## src/sv/url_field_splitter_defines.svh

```systemverilog
// Assertion macros for the URL field splitter.
// Used by the top level; assumes clk_i and rst_ni are in scope.
`ifndef URL_FIELD_SPLITTER_DEFINES_SVH
`define URL_FIELD_SPLITTER_DEFINES_SVH

// Same-cycle implication, disabled while reset is asserted.
`define UFS_ASSERT_NOW(label, ante, cons) \
  label: assert property (@(posedge clk_i) disable iff (!rst_ni) (ante) |-> (cons)) \
    else $error("url_field_splitter: same-cycle check failed");

// Next-cycle implication, disabled while reset is asserted.
`define UFS_ASSERT_NEXT(label, ante, cons) \
  label: assert property (@(posedge clk_i) disable iff (!rst_ni) (ante) |=> (cons)) \
    else $error("url_field_splitter: next-cycle check failed");

`endif

```

## src/sv/ufs_pkg.sv

```systemverilog
// Package for the URL field splitter: parse modes, field kinds and the
// separator characters. No dependencies.
`default_nettype none

package ufs_pkg;

  // Parse modes, one-hot.
  typedef enum logic [6:0] {
    MODE_BEGIN        = 7'b0000001,
    MODE_SCHEME       = 7'b0000010,
    MODE_SCHEME_END   = 7'b0000100,
    MODE_HOST_OR_PATH = 7'b0001000,
    MODE_HOST         = 7'b0010000,
    MODE_PORT         = 7'b0100000,
    MODE_DONE         = 7'b1000000
  } parse_mode_e;

  // Field kinds as they appear on the result channel.
  typedef enum logic [2:0] {
    KIND_SCHEME = 3'd0,
    KIND_USER   = 3'd1,
    KIND_PASS   = 3'd2,
    KIND_HOST   = 3'd3,
    KIND_PORT   = 3'd4,
    KIND_PATH   = 3'd5,
    KIND_ROOT   = 3'd6
  } field_kind_e;

  localparam logic [7:0] CHAR_SLASH = 8'h2F;
  localparam logic [7:0] CHAR_COLON = 8'h3A;
  localparam logic [7:0] CHAR_AT    = 8'h40;

  // Most results one character can cause.
  localparam int unsigned MAX_RESULTS = 4;

endpackage

`default_nettype wire

```

## src/sv/ufs_if.sv

```systemverilog
// Handshake channels of the URL field splitter: the character request
// channel and the field result channel. No dependencies.
`default_nettype none

interface ufs_char_if;
  logic       valid;
  logic       ready;
  logic [7:0] char_code;
  logic       url_end;

  modport source (output valid, output char_code, output url_end, input ready);
  modport sink   (input valid, input char_code, input url_end, output ready);
endinterface

interface ufs_field_if #(
  parameter int unsigned POS_W = 13
);
  logic             valid;
  logic             ready;
  logic [2:0]       field_kind;
  logic [POS_W-1:0] first_pos;
  logic [POS_W-1:0] end_pos;
  logic             run_last;

  modport source (output valid, output field_kind, output first_pos, output end_pos,
                  output run_last, input ready);
  modport sink   (input valid, input field_kind, input first_pos, input end_pos,
                  input run_last, output ready);
endinterface

`default_nettype wire

```

## src/sv/url_field_splitter.sv

```systemverilog
// URL field splitter top level: parser state, result bundle and checks.
// Depends on ufs_pkg, ufs_if.sv and url_field_splitter_defines.svh.
`default_nettype none

`include "url_field_splitter_defines.svh"

// The block takes a URL one character per request, with url_end set on the
// last character, and returns field assignments (scheme, username, password,
// host, port, path range or default root path) as kind plus a position range
// [first_pos, end_pos). A later assignment of the same kind overrides an
// earlier one, and the consumer applies them in order. Each character is held
// in an input register; a short block of compares and a mode update turns it
// into zero to four results, which are loaded together into a result bundle
// register and then leave one per cycle while the output is ready, run_last
// marking the last result of each character. The input accepts one character
// per cycle as long as each character causes at most one result and the
// output is ready; a character that causes several results holds the result
// port until all have left, and the input register keeps taking one more
// character meanwhile. The input ready depends combinationally on the output
// ready through the bundle's emptying. Positions saturate at MAX_LEN, so port
// positions are $clog2(MAX_LEN+1) bits wide; the position count returns to
// zero after every URL.
module url_field_splitter
  import ufs_pkg::*;
#(
  parameter int unsigned MAX_LEN = 4096
) (
  input  wire              clk_i,
  input  wire              rst_ni,
  ufs_char_if.sink         in_i,
  ufs_field_if.source      out_o
);

  localparam int unsigned PosW = $clog2(MAX_LEN + 1);
  localparam logic [PosW-1:0] MaxPos = PosW'(MAX_LEN);
  localparam int unsigned CntW = $clog2(MAX_RESULTS + 1);

  typedef logic [PosW-1:0] pos_t;

  typedef struct packed {
    field_kind_e kind;
    pos_t        first;
    pos_t        last_pos;
  } result_t;

  // Increment that saturates at MAX_LEN; values never exceed MAX_LEN.
  function automatic pos_t sat_inc(pos_t x);
    return (x == MaxPos) ? x : x + 1'b1;
  endfunction

  function automatic result_t mk_result(field_kind_e k, pos_t a, pos_t b);
    result_t r;
    r.kind     = k;
    r.first    = a;
    r.last_pos = b;
    return r;
  endfunction

  function automatic logic is_letter(logic [7:0] c);
    return ((c >= 8'h41) && (c <= 8'h5A)) || ((c >= 8'h61) && (c <= 8'h7A));
  endfunction

  // Input register.
  logic       in_v_q;
  logic [7:0] char_q;
  logic       end_q;

  // Parser state.
  parse_mode_e mode_q, mode_d;
  pos_t        pos_q, pos_d;
  pos_t        mark_q, mark_d;
  pos_t        host_begin_q, host_begin_d;
  pos_t        host_finish_q, host_finish_d;
  pos_t        path_begin_q, path_begin_d;

  // Result bundle: entry 0 is the one on the port.
  result_t          res_q [MAX_RESULTS];
  result_t          res_new [MAX_RESULTS];
  logic [CntW-1:0]  cnt_q;
  logic [CntW-1:0]  cnt_new;

  logic out_fire;
  logic bundle_free;
  logic proc;

  assign out_fire    = out_o.valid && out_o.ready;
  assign bundle_free = (cnt_q == '0) || ((cnt_q == CntW'(1)) && out_fire);
  assign proc        = in_v_q && bundle_free;
  assign in_i.ready  = !in_v_q || proc;

  always_ff @(posedge clk_i or negedge rst_ni) begin
    if (!rst_ni) begin
      in_v_q <= 1'b0;
    end else if (in_i.ready) begin
      in_v_q <= in_i.valid;
    end
  end

  always_ff @(posedge clk_i) begin
    if (in_i.valid && in_i.ready) begin
      char_q <= in_i.char_code;
      end_q  <= in_i.url_end;
    end
  end

  // Per-character step. The step itself causes at most two results and the
  // end of the URL at most two more.
  result_t    step_r [2];
  result_t    end_r [2];
  logic [1:0] ns;
  logic [1:0] ne;
  pos_t       start;
  pos_t       start_e;
  pos_t       len;

  always_comb begin
    mode_d        = mode_q;
    mark_d        = mark_q;
    host_begin_d  = host_begin_q;
    host_finish_d = host_finish_q;
    path_begin_d  = path_begin_q;
    start         = sat_inc(mark_q);
    ns            = 2'd0;
    step_r[0]     = mk_result(KIND_ROOT, '0, '0);
    step_r[1]     = mk_result(KIND_ROOT, '0, '0);

    case (mode_q)
      MODE_BEGIN: begin
        if (char_q == CHAR_SLASH) begin
          mode_d = MODE_HOST_OR_PATH;
        end else if (char_q == CHAR_COLON) begin
          mode_d = MODE_SCHEME_END;
        end else if (is_letter(char_q)) begin
          mode_d = MODE_SCHEME;
        end
      end
      MODE_SCHEME: begin
        if (char_q == CHAR_COLON) begin
          mode_d = MODE_SCHEME_END;
        end
      end
      MODE_SCHEME_END: begin
        // The scheme ends just before the colon.
        step_r[0] = mk_result(KIND_SCHEME, '0, (pos_q == '0) ? '0 : pos_q - 1'b1);
        ns        = 2'd1;
        if (char_q == CHAR_SLASH) begin
          mode_d = MODE_HOST_OR_PATH;
        end
      end
      MODE_HOST_OR_PATH: begin
        if (char_q == CHAR_SLASH) begin
          mode_d = MODE_HOST;
          mark_d = pos_q;
        end else begin
          path_begin_d = pos_q;
          mode_d       = MODE_DONE;
        end
      end
      MODE_HOST: begin
        if (char_q == CHAR_COLON) begin
          step_r[0]     = mk_result(KIND_HOST, start, pos_q);
          ns            = 2'd1;
          host_begin_d  = start;
          host_finish_d = pos_q;
          mode_d        = MODE_PORT;
          mark_d        = pos_q;
        end else if (char_q == CHAR_SLASH) begin
          step_r[0]    = mk_result(KIND_HOST, start, pos_q);
          ns           = 2'd1;
          path_begin_d = pos_q;
          mode_d       = MODE_DONE;
        end else if (char_q == CHAR_AT) begin
          step_r[0] = mk_result(KIND_USER, start, pos_q);
          ns        = 2'd1;
          mark_d    = pos_q;
        end
      end
      MODE_PORT: begin
        if (char_q == CHAR_SLASH) begin
          step_r[0]    = mk_result(KIND_PORT, start, pos_q);
          ns           = 2'd1;
          path_begin_d = pos_q;
          mode_d       = MODE_DONE;
        end else if (char_q == CHAR_AT) begin
          // What looked like host:port was in fact user:password.
          step_r[0] = mk_result(KIND_USER, host_begin_q, host_finish_q);
          step_r[1] = mk_result(KIND_PASS, start, pos_q);
          ns        = 2'd2;
          mode_d    = MODE_HOST;
          mark_d    = pos_q;
        end
      end
      default: begin
      end
    endcase

    pos_d = sat_inc(pos_q);

    // End of the URL: close an open host or port field, then the path or a default root.
    len      = pos_d;
    start_e  = sat_inc(mark_d);
    ne       = 2'd0;
    end_r[0] = mk_result(KIND_ROOT, '0, '0);
    end_r[1] = mk_result(KIND_ROOT, '0, '0);
    if (end_q) begin
      if (mode_d == MODE_DONE) begin
        end_r[0] = mk_result(KIND_PATH, path_begin_d, len);
        ne       = 2'd1;
      end else if (mode_d == MODE_HOST) begin
        end_r[0] = mk_result(KIND_HOST, start_e, len);
        ne       = 2'd2;
      end else if (mode_d == MODE_PORT) begin
        end_r[0] = mk_result(KIND_PORT, start_e, len);
        ne       = 2'd2;
      end else begin
        ne       = 2'd1;
      end
      // Every URL starts afresh at position zero.
      mode_d        = MODE_BEGIN;
      pos_d         = '0;
      mark_d        = '0;
      host_begin_d  = '0;
      host_finish_d = '0;
      path_begin_d  = '0;
    end

    // Pack step results ahead of end results.
    res_new[0] = (ns != 2'd0) ? step_r[0] : end_r[0];
    res_new[1] = (ns == 2'd2) ? step_r[1] : ((ns == 2'd1) ? end_r[0] : end_r[1]);
    res_new[2] = (ns == 2'd2) ? end_r[0] : end_r[1];
    res_new[3] = end_r[1];
    cnt_new    = CntW'(ns) + CntW'(ne);
  end

  always_ff @(posedge clk_i or negedge rst_ni) begin
    if (!rst_ni) begin
      mode_q        <= MODE_BEGIN;
      pos_q         <= '0;
      mark_q        <= '0;
      host_begin_q  <= '0;
      host_finish_q <= '0;
      path_begin_q  <= '0;
      cnt_q         <= '0;
    end else begin
      if (proc) begin
        mode_q        <= mode_d;
        pos_q         <= pos_d;
        mark_q        <= mark_d;
        host_begin_q  <= host_begin_d;
        host_finish_q <= host_finish_d;
        path_begin_q  <= path_begin_d;
        cnt_q         <= cnt_new;
      end else if (out_fire) begin
        cnt_q <= cnt_q - 1'b1;
      end
    end
  end

  // Bundle payload: load a whole bundle, or shift one place per result taken.
  always_ff @(posedge clk_i) begin
    if (proc) begin
      for (int i = 0; i < MAX_RESULTS; i++) begin
        res_q[i] <= res_new[i];
      end
    end else if (out_fire) begin
      for (int i = 0; i < MAX_RESULTS - 1; i++) begin
        res_q[i] <= res_q[i+1];
      end
    end
  end

  assign out_o.valid      = (cnt_q != '0);
  assign out_o.field_kind = res_q[0].kind;
  assign out_o.first_pos  = res_q[0].first;
  assign out_o.end_pos    = res_q[0].last_pos;
  assign out_o.run_last   = (cnt_q == CntW'(1));

  // Checks.
  `UFS_ASSERT_NOW(a_pos_in_range, 1'b1, pos_q <= MaxPos)
  `UFS_ASSERT_NEXT(a_restart_after_end, proc && end_q, (pos_q == '0) && (mode_q == MODE_BEGIN))
  `UFS_ASSERT_NOW(a_range_ordered, out_o.valid, res_q[0].first <= res_q[0].last_pos)
  `UFS_ASSERT_NOW(a_root_is_empty, out_o.valid && (res_q[0].kind == KIND_ROOT),
                  (res_q[0].first == '0) && (res_q[0].last_pos == '0))

endmodule

`default_nettype wire
```

## src/flat_wrapper.sv

```systemverilog
// flat-port wrapper written by rule: the top's interface ports become plain ports
module url_field_splitter_flat import ufs_pkg::*;
#(
  parameter int unsigned MAX_LEN = 4096
)
  (clk_i, rst_ni, in_i_valid, in_i_char_code, in_i_url_end, in_i_ready, out_o_valid, out_o_field_kind, out_o_first_pos, out_o_end_pos, out_o_run_last, out_o_ready);
  ufs_char_if in_i_i ();
  ufs_field_if out_o_i ();
  input  wire clk_i;
  input  wire rst_ni;
  input wire logic [$bits(in_i_i.valid)-1:0] in_i_valid;
  input wire logic [$bits(in_i_i.char_code)-1:0] in_i_char_code;
  input wire logic [$bits(in_i_i.url_end)-1:0] in_i_url_end;
  output wire logic [$bits(in_i_i.ready)-1:0] in_i_ready;
  output wire logic [$bits(out_o_i.valid)-1:0] out_o_valid;
  output wire logic [$bits(out_o_i.field_kind)-1:0] out_o_field_kind;
  output wire logic [$bits(out_o_i.first_pos)-1:0] out_o_first_pos;
  output wire logic [$bits(out_o_i.end_pos)-1:0] out_o_end_pos;
  output wire logic [$bits(out_o_i.run_last)-1:0] out_o_run_last;
  input wire logic [$bits(out_o_i.ready)-1:0] out_o_ready;
  assign in_i_i.valid = in_i_valid;
  assign in_i_i.char_code = in_i_char_code;
  assign in_i_i.url_end = in_i_url_end;
  assign in_i_ready = in_i_i.ready;
  assign out_o_valid = out_o_i.valid;
  assign out_o_field_kind = out_o_i.field_kind;
  assign out_o_first_pos = out_o_i.first_pos;
  assign out_o_end_pos = out_o_i.end_pos;
  assign out_o_run_last = out_o_i.run_last;
  assign out_o_i.ready = out_o_ready;
  url_field_splitter #(.MAX_LEN(MAX_LEN)) u_core (.clk_i(clk_i), .rst_ni(rst_ni), .in_i(in_i_i), .out_o(out_o_i));
endmodule
```

## config.mk

```make
export PLATFORM = sky130hd
export DESIGN_NAME = url_field_splitter_flat
export DESIGN_NICKNAME = d
export VERILOG_FILES = /design/src/sv/ufs_pkg.sv /design/src/sv/ufs_if.sv /design/src/sv/url_field_splitter.sv /design/src/flat_wrapper.sv
export VERILOG_INCLUDE_DIRS = /design/src /design/src/sv
export SDC_FILE = /design/constraint.sdc
export NUM_CORES = 1
export LEC_CHECK = 0
export BUFFER_PORTS_ARGS = -buffer_cell sky130_fd_sc_hd__buf_4
export CAP_MARGIN = 25
export CORE_MARGIN = 5
export CORE_UTILIZATION = 40
export CTS_CLUSTER_DIAMETER = 100
export DETAILED_ROUTE_END_ITERATION = 12
export MAX_ROUTING_LAYER = met4
export PLACE_DENSITY = 0.56
export REMOVE_ABC_BUFFERS = 1
export SYNTH_ARGS = -nofsm -noshare
export SYNTH_HDL_FRONTEND = slang
export SYNTH_SLANG_ARGS = --single-unit
```

## constraint.sdc

```tcl
create_clock -name clk_i -period 7.4 [get_ports clk_i]
set_clock_uncertainty 0.15 [all_clocks]
set_input_delay 0.37 -clock clk_i [delete_from_list [all_inputs] [get_ports clk_i]]
set_output_delay 0.37 -clock clk_i [all_outputs]
set_load 0.01 [all_outputs]
```

Yosys cells after proc, flatten, opt, wreduce, memory -nomap -nowiden

Memory sizes are Yosys's and may differ from the RTL's.
Cells that the tools add are included.

$add $sub $neg: 6
$mul: 0
Div/mod/pow operators: 0
Magnitude comparators: 4
Eq/ne operators: 18
Shifts and indexed selects: 0
Multiplexer cells: 70
Bitwise logic cells: 3
Reduce and logical (&&, ||, !) cells: 18

Operators with widths:

| kind                                                              | count |
|---|---|
| two-way mux 29 bit                                                | 16 |
| two-way mux 13 bit                                                | 20 |
| one-hot mux 29 bit (3 select lines)                               | 1 |
| one-hot mux 13 bit (3 select lines)                               | 2 |
| two-way mux 7 bit                                                 | 11 |
| two-way mux 58 bit                                                | 1 |
| one-hot mux 7 bit (6 select lines)                                | 1 |
| adder 13 x 1 -> 13 bit, second input constant                     | 3 |
| == test 13 bit, second input constant                             | 3 |
| two-way mux 28 bit                                                | 1 |
| == test 8 x 6 -> 1 bit, second input constant                     | 2 |
| greater-or-equal comparator 8 x 7 -> 1 bit, second input constant | 2 |
| less-or-equal comparator 8 x 7 -> 1 bit, second input constant    | 2 |
| two-way mux 2 bit                                                 | 8 |
| == test 7 x 5 -> 1 bit, second input constant                     | 2 |
| == test 7 x 6 -> 1 bit, second input constant                     | 2 |
| logical NOT 13 bit                                                | 1 |
| subtractor 13 x 1 -> 13 bit, second input constant                | 1 |
| == test 8 x 7 -> 1 bit, second input constant                     | 1 |
| nonzero test 2 bit                                                | 4 |
| == test 7 x 1 -> 1 bit, second input constant                     | 1 |
| == test 7 x 2 -> 1 bit, second input constant                     | 1 |
| == test 7 x 3 -> 1 bit, second input constant                     | 1 |
| == test 7 x 4 -> 1 bit, second input constant                     | 1 |
| other kinds (16)                                                  | 31 |

Register bits: 85
Bits in latches: 0
Memory bits (writable): 116
Bits in read-only memories: 0
Input port bits: 13
Output and inout port bits: 32
Memories: 1

Memory list:

| memory       | words | width | read ports | clocked after Yosys merged registers in | wr ports | RTL line                 | RTL |
|---|---|---|---|---|---|---|---|
| u_core.res_q | 4     | 29    | 4          | 0                                       | 4        | url_field_splitter.sv:77 | `result_t res_q [MAX_RESULTS];` |

Longest topological paths before layout

Gate-level depths: netlist of run 1.

Word-level depth: 15
Gate-level depth with buffers: 16

Worst setup path after synthesis of run 1

No wires, ideal clock.

Path kind: flip-flop to flip-flop
Start point: register u_core.cnt_q[0]
End point: register u_core.cnt_q[0]
Library setup time: 0.135 ns
Arrival time: 5.444 ns
Data required time: 7.115 ns
Setup slack: 1.671 ns
Stages on the path, launching flop included: 8
Period minus slack after synthesis: 5.729 ns
Path through: dfrtp_1 -> inv_1 -> ha_1 -> nand2b_1 -> clkbuf_1 -> o21ai_1 -> a31oi_1 -> o21a_1

Cells in the longest elaborated chain, start to end: 6
Elaborated cells between the ends (all ways): 11
Those cells by class: add/sub (1); eq/ne (1); mux (2); reduce/logical (7)

Ends and longest elaborated chain:

| element                                                        | RTL line                  | RTL |
|---|---|---|
| start, declared                                                | url_field_splitter.sv:79  | `logic [CntW-1:0] cnt_q;` |
| start signal, assigned                                         | url_field_splitter.sv:252 | `cnt_q <= cnt_new;` |
| start signal, assigned                                         | url_field_splitter.sv:254 | `cnt_q <= cnt_q - 1'b1;` |
| nonzero test 3 bit *                                           | url_field_splitter.sv:272 | `assign out_o.valid = (cnt_q != '0);` |
| net out_o_valid                                                | flat_wrapper.sv:15        | `output wire logic [$bits(out_o_i.valid)-1:0] out_o_valid;` |
| logical AND 1 bit *                                            | url_field_splitter.sv:86  | `assign out_fire = out_o.valid && out_o.ready;` |
| logical AND 1 bit                                              | url_field_splitter.sv:87  | `assign bundle_free = (cnt_q == '0) \|\| ((cnt_q == CntW'(1)) && out_fire);` |
| logical OR 1 bit                                               | url_field_splitter.sv:87  |  |
| logical AND 1 bit                                              | url_field_splitter.sv:88  | `assign proc = in_v_q && bundle_free;` |
| two-way mux 3 bit / nonzero test 2 bit (equally long branches) | n/a                       |  |

Mark *: on every way through the listed nets, which the timed path passes. The rest lies on a longest branch. The select of a mux whose other input is x is not followed.
A chain may end at the register's enable or synchronous reset.

==> flow_summary.toml, run 1 <==
[yosys]
async_flop_share_pct = 44.2
yosys-top-cells-area = "edfxtp_1 29%, dfrtp_1 19%, o21ai_0 4.8%"
synth_ff_type = "edfxtp_1"
synth.ff_latch_count = 172
synthCells = 1059
synth_common_cells = "108 x nor2_1, 101 x nand2_1, 96 x edfxtp_1, 96 x o21ai_0, 75 x dfrtp_1"
ys_types = 85
synth_edf_count = 96
syn_avg_cell_area_um2 = 9.45
synth_top_area_share_pct = 28.8
yosysMostFrequentCell = "nor2_1"
ys_warn_count = 0
yosysSeqAreaShare_pct = 47.8
synth_area_um2 = 10000
netlist.top_cell.by_area = "edfxtp_1"

[detailed_routing]
routed_via_density = 6.12
postRouteAntennaNets = 0
wirelength_um = 32300
first_iter_violations = 924
dr.pass1.iters = 5
drcViolationCount = 0
wl_per_cell_um = 22.9
vias = 8616

[grt]
grt_start_max_net_pins = 78
grt_pass1_vias = 8405
overflow = 0
antenna_found_initial = 0
gr-usage-all-layers_pct = 23.5
grt_pass1_wl_um = 50400

[cts]
ctsHoldBuffers = 11
cts_tree = "built"
worstSkewPairLatency_ps = 440
clkSinkCount = 172
h-tree-depth = 4
post_cts_buffers = 0
cts_made_buffers = 17
cts_resized = 0
cts_max_path_buffers = 2
clk_pin_slew_ps = 70
clockRootBuffer = "clkbuf_16"

[pwr]
p_comb_share_pct = 36.1
switching_share_pct = 38.3
power.internal_mw = 2.34
seq_power_share_pct = 39.5
power.switching_mw = 1.45
vdd_drop_max_uv = 232
p_leak_nw = 4.27
p_per_area_nw_per_um2 = 336
clkPwrFrac_pct = 24.4

[critical_path]
rr_worst_depth = 11
cp_data_required_time_ps = 7420
r2r-start = "u_core.mode_q[2]"
worst_ep_arrival_time_ps = 4570
startpoint = "u_core.mode_q[2]"
cp_max_fo = 12
startpoint_type = "flop"
cp-end-kind = "flop"
critPathKind = "reg2reg"

[sta]
setup_tns_ps = 0
tightest_slew_ps = 1090
drv_slew = 0
hold_violations = 0
clock.fmax_mhz = 220
slew_headroom_pct = 27.2
rsz0062_at_grt = "no"
final.setup.worst_slack_ps = 2850
setup_violations = 0
period_share_pct = 61.5
fin_crit_ps = 4550

[layout]
area_growth_syn_to_layout_pct = 13.0
fill_cells = 2380
nNetsFinal = 1094
n_antenna_cell = 0
drive_gt1_share_pct = 12.6

[run_status]
status = "finished, final reports clean"

[worst_hold_path]
hold_path.class = "in2reg"
hold_depth = 3
hold_start = "out_o_ready"

[die]
core_um2 = 24500
num_rows = 57
die_y_um = 168
die_w_um = 168
die_area_um2 = 28300
ioPinCount = 45
start_util_pct = 40.9

[run]
maxCapViolCount = 0

[placed_design]
dp_slack_ps = 2940
dp_hpwl_um = 20900
port_buffers = 44
routabilityCongestion = 0.974
-- registers in the layout, summed over array words and instances (netlist names) --
name / count
u_core.char_q: 8
u_core.host_begin_q: 13
u_core.mark_q: 13
u_core.path_begin_q: 13
u_core.in_v_q: 1
u_core.mode_q: 7
u_core.pos_q: 13
u_core.end_q: 1
u_core.cnt_q: 3
u_core.res_q: 87
u_core.host_finish_q: 13
-- path summary, 6_finish.rpt --
kind / slack (ps) / end
worst max-delay path: 2850 / u_core.res_q[0][14]
worst min-delay path: 120 / u_core.cnt_q[2]
worst max register to register: 2850 / u_core.res_q[0][14]
worst min register to register: 330 / u_core.path_begin_q[12]
max in group asynchronous: 5790 / u_core.pos_q[4]
min in group asynchronous: 240 / u_core.host_begin_q[6]
-- final cells by class --
type                            instances  area (um^2)  area share (%)
Tap cell                              324          405            3.59
Inverter                               21         78.8           0.697
Timing Repair Buffer                   75          603            5.33
Clock buffer                           20          447            3.95
Clock inverter                         12          139            1.23
Multi-Input combinational cell        783         4850            42.9
Sequential cell                       172         4790            42.3
-- layer usage --
layer,up-vias,GRT usage [%],share of wire [%]
met5,-,-,0
met4,0,7.30,2.3
met3,59,3.17,6.2
met2,340,36.1,46
met1,4246,32.4,45
li1,3971,-,-
-- cell usage in the layout, fill, tap and decap left out, types with 9 or more instances in the layout --
cell           Yosys  final
a21oi_1           63     61
a221oi_1          19     19
a22o_1            21     21
a22oi_1           28     28
a31oi_1           15     15
and3_1            11     11
buf_4              2     63
clkbuf_16          0     17
dfrtp_1           75     75
dlygate4sd3_1      0     11
edfxtp_1          96     96
ha_1              10     10
inv_1             20     20
mux2i_1           19     19
nand2_1          101    101
nand2b_1          10     10
nand3_1           42     41
nor2_1           108    107
nor3_1            30     30
o211ai_1          13     13
o21ai_0           96     96
o22ai_1           10     10
o31ai_1            9      9
xnor2_1           19     19
xor2_1            14     14
-- per-stage QoR --
step	power, mW	hold WS, ps	std cells	instance area, um^2	utilization (%)
3_5_place_dp	2.88	180	1364	10600	43.4
6_report	3.79	119	1407	11300	46.2
2_1_floorplan	2.34	-75.6	976	9660	-
5_1_grt	4.00	164	1407	11300	46.2
4_1_cts	3.81	107	1407	11300	46.2
3_3_place_gp	2.86	176	1363	10600	43.3
-- power by group through the flow --
stage	clock network, mW	registers (mW)	logic (mW)
2_1_floorplan	0	1.57	0.771
3_3_place_gp	0	1.51	1.35
3_5_place_dp	0	1.52	1.37
4_1_cts	0.939	1.50	1.38
5_1_grt	0.980	1.53	1.49
6_report	0.927	1.50	1.37
-- critical path, stage by stage, from the launching register on --
cell and delay [ps]:
dfrtp_1 480, or4_4 640, or3_1 500, o22ai_2 350
nor2_1 290, a21oi_2 400, ha_1 210, o21ai_0 120
nor3b_1 330, mux2_2 380, a2bb2oi_1 280, o21ai_0 150
-- cell families (layout without fill, tap and decap cells) --
group                    after synthesis  after routing  synth area share, %
AND/OR/NAND/NOR                      375            375                 18.4
adder cells (fa/ha/maj)               11             11                 1.45
flip-flops                           172            172                 47.8
multiplexers                          26             26                 2.69
buffers and inverters                104            128                 4.28
AO/OA/AOI/OAI                        337            337                 22.4
XOR/XNOR                              33             33                 2.89
other                                  1              1               0.0375
Power figures use the tool's default switching activity.
==> inputs of run 2 (changes only) <==
==> constraint.sdc (replaced) <==
create_clock -name clk_i -period 4.5 [get_ports clk_i]
set_clock_uncertainty 0.15 [all_clocks]
set_input_delay 0.225 -clock clk_i [delete_from_list [all_inputs] [get_ports clk_i]]
set_output_delay 0.225 -clock clk_i [all_outputs]
set_load 0.01 [all_outputs]
==> run 2 against run 1 <==
Hold slack gained 28 ps. First-iteration DRC count rose by 8.0%. Via count rose by 0.95%. Design area rose by 1.6%. Register-to-register slack got worse by 2500 ps.
==> flow_summary.toml, run 2 (same netlist as run 1, synthesis figures left out) <==
[critical_path]
slowest_delay_ps = 630
startpoint_type = "flop"
cp_max_fo = 10
cp_data_required_time_ps = 4530
critPathKind = "reg2reg"
cp_slowest_cell = "or4_4"
worst_ep_arrival_time_ps = 4200
rrSetupSlack_ps = 330
cp-end-kind = "flop"
cp_cell_sequence = "or4_4 > or3_1 > o22ai_2 > nor2_1 > a21oi_2 > ha_1 > o21ai_0 > nor3b_2 > mux2_2 > a2bb2oi_1 > o21ai_0"
crit_top_cell = "o21ai_0"
startpoint = "u_core.mode_q[2]"
r2r-start = "u_core.mode_q[2]"

[sta]
slew_headroom_pct = 32.2
hold_violations = 0
drv_slew = 0
rsz0062_at_grt = "no"
setup_violations = 0
fin_hold_ws_ps = 147
tightest_slew_ps = 1010
period_share_pct = 92.7
clock.fmax_mhz = 240
fin_crit_ps = 4170
setup_tns_ps = 0
final.setup.worst_slack_ps = 329

[cts]
cts_made_buffers = 17
cts_max_path_buffers = 2
cts_tree = "built"
clk_pin_slew_ps = 80
worstSkewPairLatency_ps = 430
h-tree-depth = 4
clockRootBuffer = "clkbuf_16"
clkSinkCount = 172

[layout]
area_growth_syn_to_layout_pct = 14.8
finish.utilization_pct = 47.0
largest_reg_flops = 87
mostFrequentLayoutCell = "nor2_1"
nNetsFinal = 1121
top_register = "u_core.res_q"
final_cell_mix = "107 x nor2_1, 101 x nand2_1, 96 x o21ai_0, 96 x edfxtp_1, 89 x buf_4"
n_antenna_cell = 0
drive_gt1_share_pct = 14.7

[placed_design]
dp_slack_ps = 319
dp_hpwl_um = 22400
port_buffers = 44
routabilityCongestion = 0.931

[grt]
gr-usage-all-layers_pct = 24.2
grt_pass1_vias = 8426
antenna_found_initial = 0
overflow = 0
grt_start_max_net_pins = 58
grt_pass1_wl_um = 51600

[detailed_routing]
wl_per_cell_um = 23.2
drcViolationCount = 0
routed_via_density = 6.07
wirelength_um = 33300
postRouteAntennaNets = 0
vias = 8698
dr.pass1.iters = 5
first_iter_violations = 998

[die]
core_um2 = 24500
start_util_pct = 40.9
die_y_um = 168
die_w_um = 168
num_rows = 57
die_area_um2 = 28300
ioPinCount = 45

[pwr]
vdd_drop_max_uv = 321
power_mw = 6.26
p_per_area_nw_per_um2 = 545
p_leak_nw = 4.40

[worst_hold_path]
hold_path.class = "in2async"

[run_status]
status = "finished, final reports clean"

[run]
maxCapViolCount = 0
run 2: cell count changes in the layout (fill, tap and decap cells not counted), sizes merged:
| cell | change |
|---|---|
| clkinvlp | -1 |
| inv | +1 |
| clkinv | +2 |
| bufinv | -2 |
| buf | +26 |
| dlygate4sd3 | +1 |
run 2: critical path: cells and delay by family (launching register included):
family	cells	cell delay, ps
AND/OR/NAND/NOR	4	1530
adder cells (fa/ha/maj)	1	210
flip-flops	1	470
AO/OA/AOI/OAI	5	1200
multiplexers	1	360
run 2: repair_timing:
item / in CTS / in global routing
gates resized for setup: 0 / 1
setup endpoints to repair: 0 / 1
endpoints found under the hold margin: 46 / 0
hold buffers: 12 / 0
setup buffers: 0 / 0
run 2: layout make-up:
type,instances,area [um^2]
fill,2354,13000
multi-input combinational,783,4850
sequential,172,4790
timing repair buffer,102,808
clock buffer,20,457
tap,324,405
clock inverter,12,106
inverter,21,78.8
run 2: metrics by stage:
stage          area (um^2)  instances
2_1_floorplan         9660        976
6_report             11500       1434
3_3_place_gp         10800       1389
4_1_cts              11500       1434
3_5_place_dp         10800       1390
5_1_grt              11500       1434
run 2: path summary, 6_finish.rpt:
check,end,cells after the start
setup reg to reg,u_core.res_q[0][14],11
hold / removal,u_core.host_begin_q[8],2
setup / recovery,u_core.res_q[0][14],11
min in group clk_i,u_core.path_begin_q[12],2
hold reg to reg,u_core.path_begin_q[12],2
max in group asynchronous,u_core.pos_q[4],3
run 2: routing by layer:
metal | vias to the layer above | track usage (%) | wire length [um]
met3 | 36 | 3.63 | 2200
met4 | 0 | 5.61 | 492
met1 | 4324 | 34.1 | 14900
met5 | - | - | 0
li1 | 4024 | - | -
met2 | 314 | 37.1 | 15700
run 2: power by group:
part	total, mW	internal (mW)	switching [mW]	leakage [nW]
Combinational	2.35	0.805	1.54	2.14
Sequential	2.45	2.24	0.210	1.99
Clock	1.46	0.755	0.701	0.273
==> inputs of run 3 (changes only) <==
--- a/config.mk
+++ b/config.mk
@@ -8,6 +8,7 @@
 export LEC_CHECK = 0
 export BUFFER_PORTS_ARGS = -buffer_cell sky130_fd_sc_hd__buf_4
 export CAP_MARGIN = 25
+export CORE_ASPECT_RATIO = 1.4
 export CORE_MARGIN = 5
 export CORE_UTILIZATION = 40
 export CTS_CLUSTER_DIAMETER = 100
==> run 3 against run 2 <==
Design area fell by 0.19%. Register-to-register slack got worse by 90 ps. Via count rose by 0.30%. Critical endpoint is now u_core.cnt_q[1].
==> flow_summary.toml, run 3 (same netlist as run 1, synthesis figures left out) <==
[layout]
nNetsFinal = 1122
drive_gt1_share_pct = 14.6
multi_input_area_um2 = 4840
largest_reg_flops = 87
final_cell_mix = "107 x nor2_1, 101 x nand2_1, 96 x o21ai_0, 96 x edfxtp_1, 89 x buf_4"
n_antenna_cell = 0
fill_cells = 2415
top_register = "u_core.res_q"
mostFrequentLayoutCell = "nor2_1"
finish.utilization_pct = 46.5
stdcell_count = 1426
seq_area_um2 = 4790
area_growth_syn_to_layout_pct = 14.6

[cts]
clk_pin_slew_ps = 80
cts_max_path_buffers = 2
cts_tree = "built"
worstSkewPairLatency_ps = 450
h-tree-depth = 4
post_cts_buffers = 0
cts_made_buffers = 17
clockRootBuffer = "clkbuf_16"
clkSinkCount = 172

[pwr]
p_comb_share_pct = 37.5
vdd_drop_max_uv = 356
switching_share_pct = 39.0
p_leak_nw = 4.39
clkPwrFrac_pct = 22.7
power_mw = 6.18
seq_power_share_pct = 39.8
power.switching_mw = 2.41
p_per_area_nw_per_um2 = 539
power.internal_mw = 3.77

[die]
die_y_um = 197
num_rows = 68
core_um2 = 24700
ioPinCount = 45
die_w_um = 144
die_area_um2 = 28300
start_util_pct = 40.6

[placed_design]
dp.cells = 1381
port_buffers = 44
dp_hpwl_um = 23300
routabilityCongestion = 0.972

[worst_hold_path]
hold_path.class = "in2async"

[detailed_routing]
vias = 8724
dr.pass1.iters = 5
routed_via_density = 6.12
wl_per_cell_um = 23.5
met1Wirelength_um = 14100
wirelength_um = 33500
wl_met2_um = 16500
drcViolationCount = 0
first_iter_violations = 767
postRouteAntennaNets = 0
top_layer_used = "met4"
dr_wl_met3_um = 1480

[grt]
antenna_found_initial = 0
overflow = 0
grt_pass1_wl_um = 51200
grt_start_max_net_pins = 51
grt_pass1_vias = 8457
gr-usage-all-layers_pct = 24.6

[sta]
fin_crit_ps = 4260
clock.fmax_mhz = 235
slew_headroom_pct = 40.2
fin_hold_ws_ps = 136
tightest_slew_ps = 898
hold_violations = 0
rsz0062_at_grt = "no"
setup_violations = 0
period_share_pct = 94.6
drv_slew = 0

[run_status]
status = "finished, final reports clean"

[critical_path]
cp_data_required_time_ps = 4660
critPathKind = "reg2reg"
worst_ep_arrival_time_ps = 4410
startpoint_type = "flop"
cp-end-kind = "flop"
cp_max_fo = 15

[run]
maxCapViolCount = 0
==> run 3: cell count changes in the layout (fill, tap and decap cells not counted), sizes merged <==
| cell | delta |
|---|---|
| inv | -1 |
| clkinv | +4 |
| buf | +1 |
| clkbuf | -3 |
==> run 3: power groups by stage <==
stage / logic [mW] / registers (mW) / clock network (mW)
finish: 2.31 / 2.46 / 1.40
global route: 2.52 / 2.51 / 1.50
CTS: 2.32 / 2.46 / 1.43
detailed placement: 2.30 / 2.49 / 0
global placement: 2.30 / 2.48 / 0
floorplan: 1.27 / 2.59 / 0
==> run 3: final timing paths <==
kind                                              start                       to  slack, ps  cells after the start
worst max-delay path                   u_core.mode_q[2]          u_core.cnt_q[1]        240                      9
worst min-delay path                             rst_ni            u_core.in_v_q        140                      2
worst max register to register         u_core.mode_q[2]          u_core.cnt_q[1]        240                      9
worst min register to register  u_core.host_begin_q[11]  u_core.host_begin_q[11]        330                      2
max in group asynchronous                        rst_ni  u_core.host_finish_q[3]       3030                      3
min in group clk_i              u_core.host_begin_q[11]  u_core.host_begin_q[11]        330                      2
==> run 3: metal layers <==
layer  vias up  global-route usage (%)
met5         -                       -
met4         0                    9.91
met3        73                    3.25
met2       301                    40.3
met1      4321                    30.6
li1       4029                       -
==> run 3: area by class of cell <==
class / instances / share of cell area (%)
Clock buffer: 17 / 3.71
Clock inverter: 15 / 1.03
Inverter: 21 / 0.687
Multi-Input combinational cell: 783 / 42.2
Sequential cell: 172 / 41.7
Tap cell: 315 / 3.44
Timing Repair Buffer: 103 / 7.18
==> run 3: what timing repair did <==
action / CTS / global route
hold buffers: 12 / 0
endpoints found under the setup margin: 0 / 2
hold endpoints to repair: 49 / 0
resized for setup: 0 / 1
==> run 3: critical path: stages (launching register included) <==
cell and delay, ps:
dfrtp_1 490, or4_4 640, or3_1 510, nor2_1 420, o32ai_4 180, nand2b_1 230
o31ai_4 760, fa_1 530, a21oi_1 130, a21oi_1 70
==> run 3: stage by stage <==
stage / setup WS, ps / TNS (ps) / instance area [um^2]
after global placement: 315 / 0 / 10800
after detailed placement: 294 / 0 / 10800
after floorplan: -1180 / -100130 / 9660
after global routing: 0.0595 / 0 / 11500
after CTS: 279 / 0 / 11400
final: 242 / 0 / 11500
